### src/hdl/mt19937_bounded_random_defines.svh
// Assertion macros used by the generator's top level.
`ifndef MT19937_BOUNDED_RANDOM_DEFINES_SVH
`define MT19937_BOUNDED_RANDOM_DEFINES_SVH
// Checks that a condition implies a consequence in the same cycle.
`define MTB_ASSERT_IMP(lbl, clk, rst_n, ante, cons) \
	lbl: assert property (@(posedge clk) disable iff (!rst_n) (ante) |-> (cons)) \
		else $error("implication failed");
// Checks that a condition implies a consequence in the next cycle.
`define MTB_ASSERT_NXT(lbl, clk, rst_n, ante, cons) \
	lbl: assert property (@(posedge clk) disable iff (!rst_n) (ante) |=> (cons)) \
		else $error("next-cycle implication failed");
`endif

### src/hdl/mtb_pkg.sv
`timescale 1ns / 1ps
// ----------------------------------------------------------------------------
// MT19937 bounded random package
// Constants, types and the tempering function of the generator.
// ----------------------------------------------------------------------------
package mtb_pkg;
	localparam int unsigned TW_N     = 624;
	localparam int unsigned TW_M     = 397;
	localparam int unsigned IDX_W    = 10;
	localparam int unsigned WORD_W   = 32;
	localparam int unsigned VALUE_W  = 53;
	localparam int unsigned QUEUE_D  = 2;
	localparam logic [31:0] SEED_RST = 32'd5489;
	localparam logic [31:0] INIT_MUL = 32'h6c078965;
	localparam logic [31:0] MATRIX_A = 32'h9908b0df;
	localparam logic [31:0] TEMPER_B = 32'h9d2c5680;
	localparam logic [31:0] TEMPER_C = 32'hefc60000;

	// Request kinds as classified by the front part.
	typedef enum logic [1:0] {
		REQ_RAW  = 2'd0,
		REQ_ZERO = 2'd1,
		REQ_MOD  = 2'd2,
		REQ_FRAC = 2'd3
	} req_kind_t;

	typedef struct packed {
		req_kind_t   kind;
		logic [31:0] limit;
	} req_t;

	// Standard MT19937 output tempering.
	function automatic logic [31:0] temper(input logic [31:0] x);
		logic [31:0] y;
		y = x ^ (x >> 11);
		y = y ^ ((y << 7) & TEMPER_B);
		y = y ^ ((y << 15) & TEMPER_C);
		y = y ^ (y >> 18);
		return y;
	endfunction
endpackage

### src/hdl/mtb_front.sv
`timescale 1ns / 1ps
// ----------------------------------------------------------------------------
// MT19937 front end
// Accepts requests, classifies them and holds them in a short queue.
// ----------------------------------------------------------------------------
module mtb_front (
	input  logic          clk,
	input  logic          arst_n,
	input  logic          push,
	output logic          full,
	input  logic          fraction_mode,
	input  logic [31:0]   limit,
	output logic          req_valid,
	input  logic          req_take,
	output mtb_pkg::req_t req
);
	import mtb_pkg::*;

	req_t        mem_q [QUEUE_D];
	logic        wr_q, rd_q;
	logic [1:0]  cnt_q;
	req_t        cls;

	// Classify the incoming request.
	always_comb begin
		cls.limit = limit;
		if (fraction_mode)        cls.kind = REQ_FRAC;
		else if (limit == 32'd0)  cls.kind = REQ_RAW;
		else if (limit == 32'd1)  cls.kind = REQ_ZERO;
		else                      cls.kind = REQ_MOD;
	end

	assign full      = (cnt_q == 2'(QUEUE_D));
	assign req_valid = (cnt_q != 2'd0);
	assign req       = mem_q[rd_q];

	// Queue storage.
	always_ff @(posedge clk) begin
		if (push && !full) mem_q[wr_q] <= cls;
	end

	// Queue pointers and fill count.
	always_ff @(posedge clk or negedge arst_n) begin
		if (!arst_n) begin
			wr_q  <= 1'b0;
			rd_q  <= 1'b0;
			cnt_q <= 2'd0;
		end else begin
			if (push && !full) wr_q <= ~wr_q;
			if (req_take) rd_q <= ~rd_q;
			cnt_q <= cnt_q + 2'(push && !full) - 2'(req_take);
		end
	end
endmodule

### config.mk
export PLATFORM = sky130hd
export DESIGN_NAME = mtb_front
export DESIGN_NICKNAME = d
export VERILOG_FILES = /design/src/hdl/mt19937_bounded_random_defines.svh /design/src/hdl/mtb_pkg.sv /design/src/hdl/mtb_front.sv
export SDC_FILE = /design/constraint.sdc
export NUM_CORES = 1
export LEC_CHECK = 0
export ABC_AREA = 1
export BUFFER_PORTS_ARGS = -buffer_cell sky130_fd_sc_hd__buf_2
export CAP_MARGIN = 25
export CORE_MARGIN = 2
export CORE_UTILIZATION = 52
export CTS_CLUSTER_DIAMETER = 150
export CTS_CLUSTER_SIZE = 30
export DETAILED_ROUTE_END_ITERATION = 7
export PLACE_DENSITY = 0.83
export SETUP_SLACK_MARGIN = 0.3
export SLEW_MARGIN = 20
export SYNTH_ARGS = -nofsm -noshare
export SYNTH_HDL_FRONTEND = slang
export SYNTH_SLANG_ARGS = --single-unit
### constraint.sdc
create_clock -name clk -period 7.82 [get_ports clk]
set_clock_uncertainty 0.1 [all_clocks]
set_input_delay 0.782 -clock clk [delete_from_list [all_inputs] [get_ports clk]]
set_output_delay 0.782 -clock clk [all_outputs]
set_load 0.005 [all_outputs]
# --- After elaboration in Yosys (flattened, before gate mapping) ---
# Memory sizes are Yosys's and may differ from the RTL's.
# Index checks and enable logic that the tools add are counted.
# Widths: inputs -> output; s select.
totals:
  register_bits: 4
  ram_bits: 68
  input_bits: 37
  out_inout_bits: 36
  n_memories: 1
mem_list:
  columns: ["memory", "words", "width", "read_ports", "rd_ports_with_merged_regs", "write_ports", "line_no", "source"]
  rows:
  - ["mem_q", 2, 34, 1, 0, 1, "mtb_front.sv:19", "req_t mem_q [QUEUE_D];"]
op_classes:
  n_addsub: 2
  eq_ne: 2
  muxes: 5
  bitwise_logic: 2
  reduce_logical: 4
ops:
  columns: ["op", "n"]
  rows:
  - ["$eq 32x1->1 const B", 1]
  - ["$logic_not 32->1", 1]
  - ["$mux 2", 3]
  - ["$add 2x1->2", 1]
  - ["$eq 2x2->1 const B", 1]
  - ["$mux 1", 2]
  - ["$not 1->1", 2]
  - ["$reduce_bool 2->1", 1]
  - ["$sub 2x1->2", 1]
  - ["$logic_and 1x1->1", 1]
  - ["$logic_not 1->1", 1]

# --- Depth between registers and ports, before layout ---
# Gate-level depths: netlist of the first run.
depth:
  depth_word: 5
  mapped_depth: 7
  ltp_nobuf: 7

# --- Worst setup path after synthesis of the first run ---
# Ideal clock, no wire load.
synth_timing:
  kind: "input port to flip-flop"
  from: "in push"
  to: "mem mem_q[0][0] (netlist bit) (enable)"
  setup_ns: 0.425
  arrival_time_ns: 2.297
  required_ns: 7.295
  path_slack_ns: 4.998
  cell_stages: 2
  n_path_buf: 0
  cell_sequence: "o21ai_2 nor2_1"
synth_via:
  elab_chain_len: 3
synth_lines:
  columns: ["element", "line_no", "source"]
  rows:
  - ["from (decl)", "mtb_front.sv:9", "input logic push,"]
  - ["$logic_and 1x1->1", "mtb_front.sv:39", "if (push && !full) mem_q[wr_q] <= cls;"]
  - ["$mux 1", "mtb_front.sv:39", null]
  - ["$mux 1 (not written as such)", "mtb_front.sv:39", null]
  - ["to (decl)", "mtb_front.sv:19", null]
# No other way between the ends.

==> out/results.txt, run 1 <==
The worst-margin pin slew is 0.997 ns. For this design, the slowest cell found on the critical path is sky130_fd_sc_hd__dfrtp_2. In the global route stage, overall resource usage came out at 15.4%. TritonCTS built the clock tree. The wire-length estimate of the detail-placed layout is 3130 um. Of the synthesized area, sequential elements account for 69.8%.

Number of buffers created by CTS: 9. Clock-pin slew was measured on the worst setup and hold paths at 0.07 ns. In this run, the number of DRC markers left after iteration 0 of detailed routing was 69. The overflow left after global routing is 0, and the number of sinks handled by clock tree synthesis is 72. The tools report the placement row count as 27. Counting I/O delays and the setup requirement, the final critical path takes 2.67 ns. In the synthesized netlist, the number of instances is 192. Setup repair after global routing left no endpoint under its margin.

The worst setup path is captured at an output port. The post-synthesis net count was 231. The die covers 6530 um2. In this run the vertical extent of the chip is 80.8 um. Measured along the x axis, the die boundary spans 80.8 um. The largest single stage delay on the critical path is 0.71 ns. The worst-skew pair later-pin latency came out at 0.33 ns. The signal on the critical path passes through buf_12 -> mux2_2 -> buf_2.

The type of the tightest min-delay check is input port to asynchronous set/reset pin. The logs give 0 for the initial antenna violation count and 1.79 ns for the critical path arrival. The final worst slack came out at 5.15 ns. In this run the clock root is driven by a sky130_fd_sc_hd__clkbuf_8.

For this design the ratio of total power to cell area is 340 nW/um2. At the placement stage, the worst setup path has a slack of 5.31 ns. The logs give 0 for the post-CTS setup-driven buffer insertion count and 0 ns for the setup TNS. The final cycle utilization of the critical path was 34.2%; the number of buffers added on ports was 72. The run gives 73 as the top-level I/O count. For this run, the top clock speed supported by timing is 374 MHz. Setup violations remaining at the end of the flow were counted as 0.

The tools report the quantity of gates resized following cts as 0. The flow ran to the end, and the final reports show no timing, DRC or antenna violations. Among cell families on the critical path, the largest total delay comes from flip-flops. The count of unique library cells instantiated by Yosys was 18.

For the maximum ir drop on the vdd rail, the log shows 236 uV. STA classifies the critical path startpoint as a register. The average instance area after synthesis is 16.0 um2. The final layout contains 312 nets. Entering global routing, the biggest net connects 36 pins. CTS built an H-tree with a depth of 3. For this design, the CTS-stage hold fixing added 0 buffers. The logs give 0.715 for the global placement routability congestion and 33.3% for the headroom to the max-slew limit. For the hold violation total from the final report, the log shows 0. The max-slew violation count came out at 0. The startpoint-to-endpoint class of the critical path is register to output port. The initial utilization of the core area, before any placement, comes to 54.7%. The first global-routing pass estimated 7140 um of wire. The vias per cell is 4.69. For the number of antenna diodes, the log shows 0. In the routed design, unresolved DRC markers number 0.

In this run the remaining antenna-violating nets after routing total 0. In this run the standard cell core region covers 5610 um2. The tools report the critical path required time as 6.94 ns.

The register bit total from synthesis came out at 72. The maximum fanout along the worst path came out at 19. The via count of the routed design came out at 1,643.

The synthesized cell area was 3070 um2; the area growth from synthesis to layout was 21.1%. The number of maximum-capacitance constraint violations is 0, and the average wire length per cell after detail routing is 13.5 um. The via count of the first global-routing pass is 1,621, and the number of buffer and inverter stages on the critical path is 2. The pre-antenna-repair detailed-routing pass consisted of 4 iterations. The logs give 0 for the number of warnings printed during yosys synthesis and 1.60 nW for the leakage power of the design. In the final layout, the share of cells above drive strength 1 is 45.0%. Overall routed net length: 4710 um.

The run gives 2 as the number of buffers between clock root and the deepest sink.
[worst reg2reg max path: stages (launching register included)]
cell                      delay, ns
sky130_fd_sc_hd__dfrtp_1       0.41
sky130_fd_sc_hd__inv_1         0.10
sky130_fd_sc_hd__o21ai_2       0.13
sky130_fd_sc_hd__nor2_4        0.78
[cells in the mapped netlist (all sizes together)]
library cell  instances  share of area, %
nand3                 2              0.33
nand4                 1              0.20
xor2                  2              0.57
nand2                21               2.6
or2                   1              0.20
buf                   4               2.3
ha                    2              0.82
o21ai                 1              0.29
nor2                 17               2.1
xnor2                 2              0.57
inv                  31               3.8
a21oi                 1              0.16
mux2                 34                16
dfrtp                 4               3.3
edfxtp               68                67
and2                  1              0.20
[layer usage]
metal | vias up | wire (um) | global-route usage (%)
met1 | 768 | 1900 | 16.5
li1 | 822 | - | -
met3 | 10 | 194 | 3.11
met5 | - | 0 | 0
met4 | 0 | 114 | 9.66
met2 | 43 | 2500 | 27.8
[sequential cells by signal, indices dropped and copies added (netlist names)]
signal,count
mem_q,68
cnt_q,2
rd_q,1
wr_q,1
[cells in the final DEF, fill, tap and decap left out]
master                      netlist  routed
sky130_fd_sc_hd__nand4_1          1       1
sky130_fd_sc_hd__mux2_4          29      29
sky130_fd_sc_hd__nor2_4           0       2
sky130_fd_sc_hd__or2_2            1       1
sky130_fd_sc_hd__ha_1             2       2
sky130_fd_sc_hd__edfxtp_1        68      68
sky130_fd_sc_hd__dfrtp_2          0       1
sky130_fd_sc_hd__xnor2_1          2       2
sky130_fd_sc_hd__clkinv_1         0       1
sky130_fd_sc_hd__nand2_1         21      21
sky130_fd_sc_hd__and2_1           1       1
sky130_fd_sc_hd__dfrtp_1          4       3
sky130_fd_sc_hd__clkinv_2         0       1
sky130_fd_sc_hd__xor2_1           2       2
sky130_fd_sc_hd__o21ai_2          1       1
sky130_fd_sc_hd__bufinv_16        0       2
sky130_fd_sc_hd__buf_2            0      72
sky130_fd_sc_hd__inv_1           31      31
sky130_fd_sc_hd__buf_12           3       1
sky130_fd_sc_hd__nand3_1          2       2
sky130_fd_sc_hd__buf_16           0       1
sky130_fd_sc_hd__a21oi_1          1       1
sky130_fd_sc_hd__nor2_1          17      15
sky130_fd_sc_hd__mux2_2           5       5
sky130_fd_sc_hd__clkbuf_8         0       9
sky130_fd_sc_hd__clkbuf_1         0       3
[stage by stage]
step	hold slack, ns	instances	total power, mW	util (%)	instance area (um2)
floorplan	0.386	192	0.854	-	3070
global placement	0.454	332	0.946	61.7	3460
detailed placement	0.490	332	0.961	61.7	3460
CTS	0.129	348	1.26	65.4	3670
global route	0.130	350	1.32	66.2	3710
finish	0.135	350	1.26	66.2	3710
[cells by family (layout without fill, tap and decap cells)]
family,Yosys count,in the layout,synth area share (%)
XOR/XNOR,4,4,1.14
adder cells (fa/ha/maj),2,2,0.816
multiplexers,34,34,16.0
AND/OR/NAND/NOR,43,43,5.59
flip-flops,72,72,69.8
AO/OA/AOI/OAI,2,2,0.449
buffers and inverters,35,121,6.12
[layout make-up]
type                       count  area (um2)
timing repair buffer          74         408
multi-input combinational     85         752
clock inverter                 4        68.8
tap                           72        90.1
clock buffer                  12         135
inverter                      31         116
fill                         433        1890
sequential                    72        2140
[report_power, final]
part | total, mW | internal, mW | switching (mW)
clock | 0.301 | 0.178 | 0.122
sequential | 0.579 | 0.529 | 0.0502
combinational | 0.381 | 0.222 | 0.160
[worst paths after layout]
check	slack [ns]	start	to	depth (start not counted)
worst min-delay path	0.14	arst_n	cnt_q[0]$_DFF_PN0_	1
worst max register to register	5.90	cnt_q[1]$_DFF_PN0_	mem_q[1][23]$_DFFE_PP_	3
worst max-delay path	5.15	rd_q$_DFFE_PN0P_	req[13]	3
min in group clk	0.51	cnt_q[0]$_DFF_PN0_	cnt_q[0]$_DFF_PN0_	1
worst min register to register	0.51	cnt_q[0]$_DFF_PN0_	cnt_q[0]$_DFF_PN0_	1
max in group asynchronous	7.36	arst_n	rd_q$_DFFE_PN0P_	1
Power figures use the tool's default switching activity.
==> inputs of run 2 (changes only) <==
==> constraint.sdc (replaced) <==
create_clock -name clk -period 2.5 [get_ports clk]
set_clock_uncertainty 0.1 [all_clocks]
set_input_delay 0.25 -clock clk [delete_from_list [all_inputs] [get_ports clk]]
set_output_delay 0.25 -clock clk [all_outputs]
set_load 0.005 [all_outputs]
==> out/results.txt, run 2 (synthesis results as in run 1) <==
For the placement row count, the log shows 27. For this run, the share of the core covered by cells in the final layout is 65.5%. In the layout the commonest cells are sky130_fd_sc_hd__buf_2 (72), sky130_fd_sc_hd__edfxtp_1 (68), sky130_fd_sc_hd__inv_1 (31), sky130_fd_sc_hd__mux2_4 (29), sky130_fd_sc_hd__nand2_1 (21).

Counting flops per register, the top entry is mem_q. Cell family with the largest share of critical-path delay: flip-flops. The via count of the first global-routing pass is 1,633, and the vias per cell is 4.75.

The power density normalized to cell area was 1010 nW/um2; the full die area was 6530 um2. The number of buffers between clock root and the deepest sink was 2; the final cycle utilization of the critical path was 83.0%. The tools report the number of DRC markers after the initial detailed-route iteration as 78. The top-level I/O count is 73. The quantity of gates resized following cts is 0, and the final cell count without fillers is 349. The final worst slack is 0.426 ns.

Setup repair after global routing left no endpoint under its margin. Routability-driven placement finished with a final weighted congestion of 0.730. TritonCTS built the clock tree. In this run the worst hold path is classified as input port to register. The logs give 314 for the net total in the final layout and 0.749 ns for the worst slack after detailed placement. Worst-skew pair later-pin latency: 0.32 ns. The tools report the pin count of the biggest net entering global routing as 20. Leaving out fill and tap cells, the most frequent cell in the layout is sky130_fd_sc_hd__buf_2. The sum of net half-perimeters after detailed placement was 3420 um. For the leakage power of the design, the log shows 1.58 nW. The number of filler instances in the final layout was 431. For the hold violation total from the final report, the log shows 0. The number of placed instances, taps included, is 335.

The maximum fanout along the worst path is 19. In this run the tool buffered the top-level ports with 72 buffer cells. The die outline width is 80.8 um. Headroom to the max-slew limit came out at 62.8%.

The number of flip-flops under the largest register name was 68; the critical path required time was 2.15 ns. The number of antenna diodes was 0; the detailed-routing iteration count for the pre-antenna-repair pass was 6. In this run the number of H-tree levels came out at 3. The worst setup path is launched from a register. The number of clock buffers added by TritonCTS is 9. STA classifies the critical path endpoint as an output port. The fmax was 482 MHz; the number of antenna-violating nets in the routed design was 0. In the final routed layout, each cell accounts on average for 13.9 um. The root buffer cell chosen for the clock tree is sky130_fd_sc_hd__clkbuf_8. Core footprint: 5610 um2. The global-route wire length before repair was 7510 um; the final critical path time including I/O delays and setup was 2.07 ns. The clock-pin slew of the registers on the worst-case setup and hold paths is 0.07 ns, and the critical path arrival is 1.72 ns. Overall power consumption after layout is estimated at 3.72 mW.

The run gives 0 as the max-slew violation count. The startpoint-to-endpoint class of the critical path is register to output port. On the final layout, the worst hold slack is 0.0185 ns.

The via count of the routed design was 1,657; the area growth from synthesis to layout was 19.7%. Across the run, the number of max-cap violations was 0. At the pin with the least slew margin, the transition time is 0.556 ns.

For the starting utilization of the core area, the log shows 54.7%. Global routing finished with a remaining overflow of 0. The tools report the number of endpoints failing setup at the final stage as 0.

Traced cell by cell, the critical path runs through buf_12 -> mux2_4 -> buf_2. The run finished with clean final reports. In this design, the stage delay of the slowest critical-path cell is 0.69 ns.

Share of cells above drive strength 1: 44.8%. In the routed design, unresolved DRC markers number 0. IR analysis of the VDD net gives a maximum drop of 599 uV. The floorplan die height is 80.8 um, and the number of buffer and inverter stages on the critical path is 2. The tools report the initial antenna violation count as 0. The tools report the global router's overall resource usage as 16.0%. The slowest stage of the critical path belongs to the cell sky130_fd_sc_hd__dfrtp_2. In the final layout, the registers with the most flip-flops are mem_q x68, cnt_q x2.

Counting every sink on the clock net gives 72. The routed design has 4840 um of wire.
==> run 2: changes by cell type in the layout (fill, tap and decap cells not counted) <==
cell	before	now
sky130_fd_sc_hd__buf_12	1	3
sky130_fd_sc_hd__bufinv_16	2	0
sky130_fd_sc_hd__clkbuf_1	3	1
sky130_fd_sc_hd__buf_16	1	0
sky130_fd_sc_hd__clkinv_1	1	2
sky130_fd_sc_hd__dlygate4sd3_1	0	1
==> run 2: stage by stage <==
step / area [um2] / TNS, ns
after floorplan: 3070 / -0.713
after CTS: 3670 / 0
final: 3670 / 0
after detailed placement: 3520 / 0
after global routing: 3670 / 0
after global placement: 3520 / 0
==> run 2: what timing repair did <==
action                    CTS  global route
hold endpoints to repair    4             0
buffers inserted            0             0
hold buffers                1             0
==> run 2: layer usage <==
metal	track usage [%]	wire, um	up-vias
met3	3.56	210	8
met1	19.3	2030	785
met5	0	0	-
met4	8.31	89	0
li1	-	-	819
met2	27.3	2510	45
==> run 2: layout make-up <==
| class | instances | area (um2) | area share (%) |
|---|---|---|---|
| Clock buffer | 10 | 128 | 3.48 |
| Clock inverter | 3 | 12.5 | 0.341 |
| Inverter | 31 | 116 | 3.17 |
| Multi-Input combinational cell | 85 | 752 | 20.5 |
| Sequential cell | 72 | 2140 | 58.4 |
| Tap cell | 72 | 90.1 | 2.45 |
| Timing Repair Buffer | 76 | 430 | 11.7 |
==> run 2: worst paths after layout <==
kind | from | end | slack, ns | cells after the start
max | rd_q$_DFFE_PN0P_ | req[19] | 0.43 | 3
min | req_take | rd_q$_DFFE_PN0P_ | 0.02 | 2
max reg2reg | cnt_q[1]$_DFF_PN0_ | mem_q[0][32]$_DFFE_PP_ | 0.79 | 4
min reg2reg | cnt_q[0]$_DFF_PN0_ | cnt_q[0]$_DFF_PN0_ | 0.48 | 1
max in group asynchronous | arst_n | rd_q$_DFFE_PN0P_ | 2.01 | 2
min in group asynchronous | arst_n | cnt_q[0]$_DFF_PN0_ | 0.16 | 2
==> run 2: worst register-to-register path, stage by stage (launching register included) <==
cell                      delay (ns)
sky130_fd_sc_hd__dfrtp_1        0.40
sky130_fd_sc_hd__inv_1          0.09
sky130_fd_sc_hd__o21ai_2        0.12
sky130_fd_sc_hd__nor2_4         0.47
sky130_fd_sc_hd__buf_12         0.24
==> run 2: power breakdown <==
part           switching (mW)  internal (mW)
clock network           0.365          0.335
logic                   0.506          0.705
registers               0.152           1.65
total                    1.02           2.69
==> inputs of run 3 (changes only) <==
--- a/config.mk
+++ b/config.mk
@@ -5,7 +5,7 @@
 export SDC_FILE = /design/constraint.sdc
 export NUM_CORES = 1
 export LEC_CHECK = 0
-export ABC_AREA = 1
+export ABC_AREA = 0
 export BUFFER_PORTS_ARGS = -buffer_cell sky130_fd_sc_hd__buf_2
 export CAP_MARGIN = 25
 export CORE_MARGIN = 2
@@ -13,7 +13,7 @@
 export CTS_CLUSTER_DIAMETER = 150
 export CTS_CLUSTER_SIZE = 30
 export DETAILED_ROUTE_END_ITERATION = 7
-export PLACE_DENSITY = 0.83
+export PLACE_DENSITY = 0.84
 export SETUP_SLACK_MARGIN = 0.3
 export SLEW_MARGIN = 20
 export SYNTH_ARGS = -nofsm -noshare
==> constraint.sdc (replaced) <==
create_clock -name clk -period 2.1 [get_ports clk]
set_clock_uncertainty 0.1 [all_clocks]
set_input_delay 0.21 -clock clk [delete_from_list [all_inputs] [get_ports clk]]
set_output_delay 0.21 -clock clk [all_outputs]
set_load 0.005 [all_outputs]
==> out/results.txt, run 3 <==
Summed over all nets, the half-perimeter wirelength after detailed placement is 3000 um. The run gives 292 as the net total in the final layout. The count of unique library cells instantiated by Yosys is 19, and the hold violation total from the final report is 0. TritonCTS built the clock tree. STA classifies the critical path endpoint as an output port.

Ranked by flip-flop count, first place goes to mem_q. The floorplan die height is 76.8 um. In the post-synthesis netlist, the biggest area contributors are sky130_fd_sc_hd__edfxtp_1 (74%), sky130_fd_sc_hd__mux2_2 (13%), sky130_fd_sc_hd__dfrtp_1 (3.6%). The detail route stage leaves a number of antenna-violating nets equal to 0. The number of clock buffers added by TritonCTS is 9.

Entering global routing, the biggest net connects 35 pins. The floorplan step defined a core boundary enclosing 5110 um2. Summed over all layers, the global routing overflow is 0. At the later pin of the worst-skew pair, clock insertion delay measures 0.34 ns. The most frequent cell after synthesis is sky130_fd_sc_hd__edfxtp_1. Summed over all failing endpoints, the final setup total negative slack is 0 ns. After detailed routing, the number of remaining DRC violations is 0. The share of cells above drive strength 1 was 50.0%. The number of flip-flops under the largest register name came out at 68. The library cell used most frequently in the layout, excluding fill and tap cells, is sky130_fd_sc_hd__buf_2. The initial antenna violation count is 0. The die is 76.8 um wide. The signal on the critical path passes through buf_6 -> mux2_2 -> buf_2.

In the synthesized netlist the async set-or-reset flop fraction comes to 5.56%. The design draws 4.81 mW. The logs give 0 for the max-slew violation count and 135 for the gate count of the mapped netlist.

For this block, the initial DRC count from the detailed router was 88. The flow ran to the end, and the final reports show no timing, DRC or antenna violations. The logs give 0 for the number of antenna diodes and 1.46 ns for the critical path arrival. The post-synthesis net count is 174. The top-level I/O count is 73, and the number of maximum-capacitance constraint violations is 0. Together, buffers and inverters on the worst path number 2. The congestion estimate from routability-driven global placement came to 0.730.

The tools report the maximum ir drop on the vdd rail as 838 uV. After layout, the worst path uses 84.2% of the clock period. Sorting the synthesized cells by how often they occur yields sky130_fd_sc_hd__edfxtp_1 (68), sky130_fd_sc_hd__mux2_2 (31), sky130_fd_sc_hd__nor4_1 (7), sky130_fd_sc_hd__buf_6 (4), sky130_fd_sc_hd__dfrtp_1 (4).

The cell family with the largest share of critical-path delay was flip-flops. The slowest cell on the critical path was sky130_fd_sc_hd__dfrtp_1. Setup repair after global routing could not meet its margin everywhere. The startpoint type of the worst setup path is a register.

The run gives 565 MHz as the fmax. The average instance area after synthesis is 20.4 um2, and the number of warnings printed during yosys synthesis is 0. In the routed layout, each cell is associated on average with a via count of 4.94. Post-placement cell count: 278. After layout, the minimum clock period comes to 1.77 ns.

The cell type with the largest total area after synthesis is sky130_fd_sc_hd__edfxtp_1. The finished layout cell area came out at 3820 um2. The worst register-to-register path has a setup slack of 0.46 ns. The worst-margin pin slew is 0.343 ns. The tree is rooted in a sky130_fd_sc_hd__clkbuf_8. The area fraction of the dominant cell type after synthesis was 74.0%; the count of H-tree levels built during CTS was 3. The largest single stage delay on the critical path is 0.38 ns. In this run the tightest slew margin relative to its limit is 76.9%. In this run the tool buffered the top-level ports with 72 buffer cells. Sequential elements use 77.7% of the synthesized area. Global routing used 18.4% of the available tracks.

The average wire length per cell after detail routing works out to 15.4 um. From synthesis to final layout, the design area changed by 38.7%. The floorplan has 26 rows. The run gives 0 as the number of endpoints failing setup at the final stage.

Summed over all cells, the static leakage comes to 1.48 nW. Once placement finished, the instance area stood at 3220 um2. Clock tree synthesis found a total of 72 sinks. Overall routed net length: 5040 um.

Clock-pin slew of the registers on the worst-case setup and hold paths: 0.07 ns. In the layout the commonest cells are sky130_fd_sc_hd__buf_2 (72), sky130_fd_sc_hd__edfxtp_1 (68), sky130_fd_sc_hd__dlygate4sd3_1 (34), sky130_fd_sc_hd__mux2_2 (31), sky130_fd_sc_hd__clkbuf_8 (9). The finished layout holds 328 standard cells, fillers aside.

Of all nets on the critical path, the largest fanout is 19. At the worst endpoint, the required time is 1.79 ns. The worst setup path is of the register to output port kind. Before antenna repair, the detailed router went through 4 iterations. The global-route wire length before repair came out at 8090 um. In the final layout, the registers with the most flip-flops are mem_q x68, cnt_q x2. Type of the tightest min-delay check: input port to register. The via count of the first global-routing pass was 1,735; the via count of the routed design was 1,621. In this run the post-CTS setup repair buffer count came out at 0. For the synthesized cell area, the log shows 2760 um2.

In the synthesized netlist the dominant register cell turns out to be sky130_fd_sc_hd__edfxtp_1. For the full die area, the log shows 5900 um2. The number of buffers between clock root and the deepest sink is 2, and the power density normalized to cell area is 1260 nW/um2. Once the floorplan was initialized, standard cells occupied 54.0% of the core.

The number of synthesized flops with an enable pin is 68. Register bit total from synthesis: 72.
[run 3: changes by cell type after synthesis, sizes merged, moves of 2 or more]
cell and delta:
nor4 +7, nor2 -16, nand3 -2, inv -29, nand2 -20, and4 +2
[run 3: area by class of cell]
cell class / count / area, um2
sequential: 72 / 2140
multi-input combinational: 57 / 572
tap: 70 / 87.6
fill: 310 / 1280
timing repair buffer: 111 / 758
clock buffer: 9 / 124
inverter: 2 / 7.51
clock inverter: 7 / 134
[run 3: per-stage QoR]
stage | hold slack [ns] | worst slack (ns) | util (%)
2_1_floorplan | -0.186 | 0.466 | -
3_3_place_gp | -0.0786 | 0.503 | 63.0
3_5_place_dp | -0.0791 | 0.464 | 63.0
4_1_cts | 0.0670 | 0.315 | 74.8
5_1_grt | 0.0874 | 0.280 | 74.9
6_report | 0.0811 | 0.332 | 74.9
[run 3: final timing paths]
path,from,to,depth (start not counted)
hold reg to reg,cnt_q[0]$_DFF_PN0_,cnt_q[0]$_DFF_PN0_,1
min in group asynchronous,arst_n,wr_q$_DFFE_PN0P_,2
hold / removal,fraction_mode,mem_q[1][32]$_DFFE_PP_,2
setup reg to reg,cnt_q[1]$_DFF_PN0_,cnt_q[1]$_DFF_PN0_,7
setup / recovery,rd_q$_DFFE_PN0P_,req[32],3
max in group asynchronous,arst_n,cnt_q[0]$_DFF_PN0_,2
[run 3: kinds of logic after synthesis]
family | count (synthesis) | synth area share, %
AOI/OAI and AO/OA | 1 | 0.318
xor gates and xnor gates | 4 | 1.27
adders and majority gates | 2 | 0.907
buffers and inverters | 6 | 1.91
DFF | 72 | 77.7
muxes | 34 | 14.3
and+or+nand+nor | 16 | 3.63
[run 3: where the power goes]
part,switching [mW],leakage [nW],internal (mW)
sequential,0.0918,0.676,1.96
clock,0.480,0.131,0.900
combinational,0.641,0.670,0.735
total,1.21,1.48,3.60
[run 3: worst reg2reg max path, stage by stage (launching register included)]
cell and delay, ns:
sky130_fd_sc_hd__dfrtp_1 0.40, sky130_fd_sc_hd__nand2b_1 0.11, sky130_fd_sc_hd__nand2_1 0.14, sky130_fd_sc_hd__ha_1 0.31
sky130_fd_sc_hd__inv_1 0.04, sky130_fd_sc_hd__ha_1 0.17, sky130_fd_sc_hd__xnor2_1 0.17, sky130_fd_sc_hd__xnor2_1 0.14
[run 3: what timing repair did]
item | in CTS | in global routing
resized for setup | 1 | 1
endpoints found under the hold margin | 69 | 0
hold buffers | 34 | 0
endpoints found under the setup margin | 2 | 15
[run 3: per-layer routing]
metal,track usage [%],wire (um),vias to the layer above
met4,10.9,87,0
met5,0,0,-
met1,21.7,2120,782
met3,4.47,289,8
li1,-,-,771
met2,30.7,2550,60
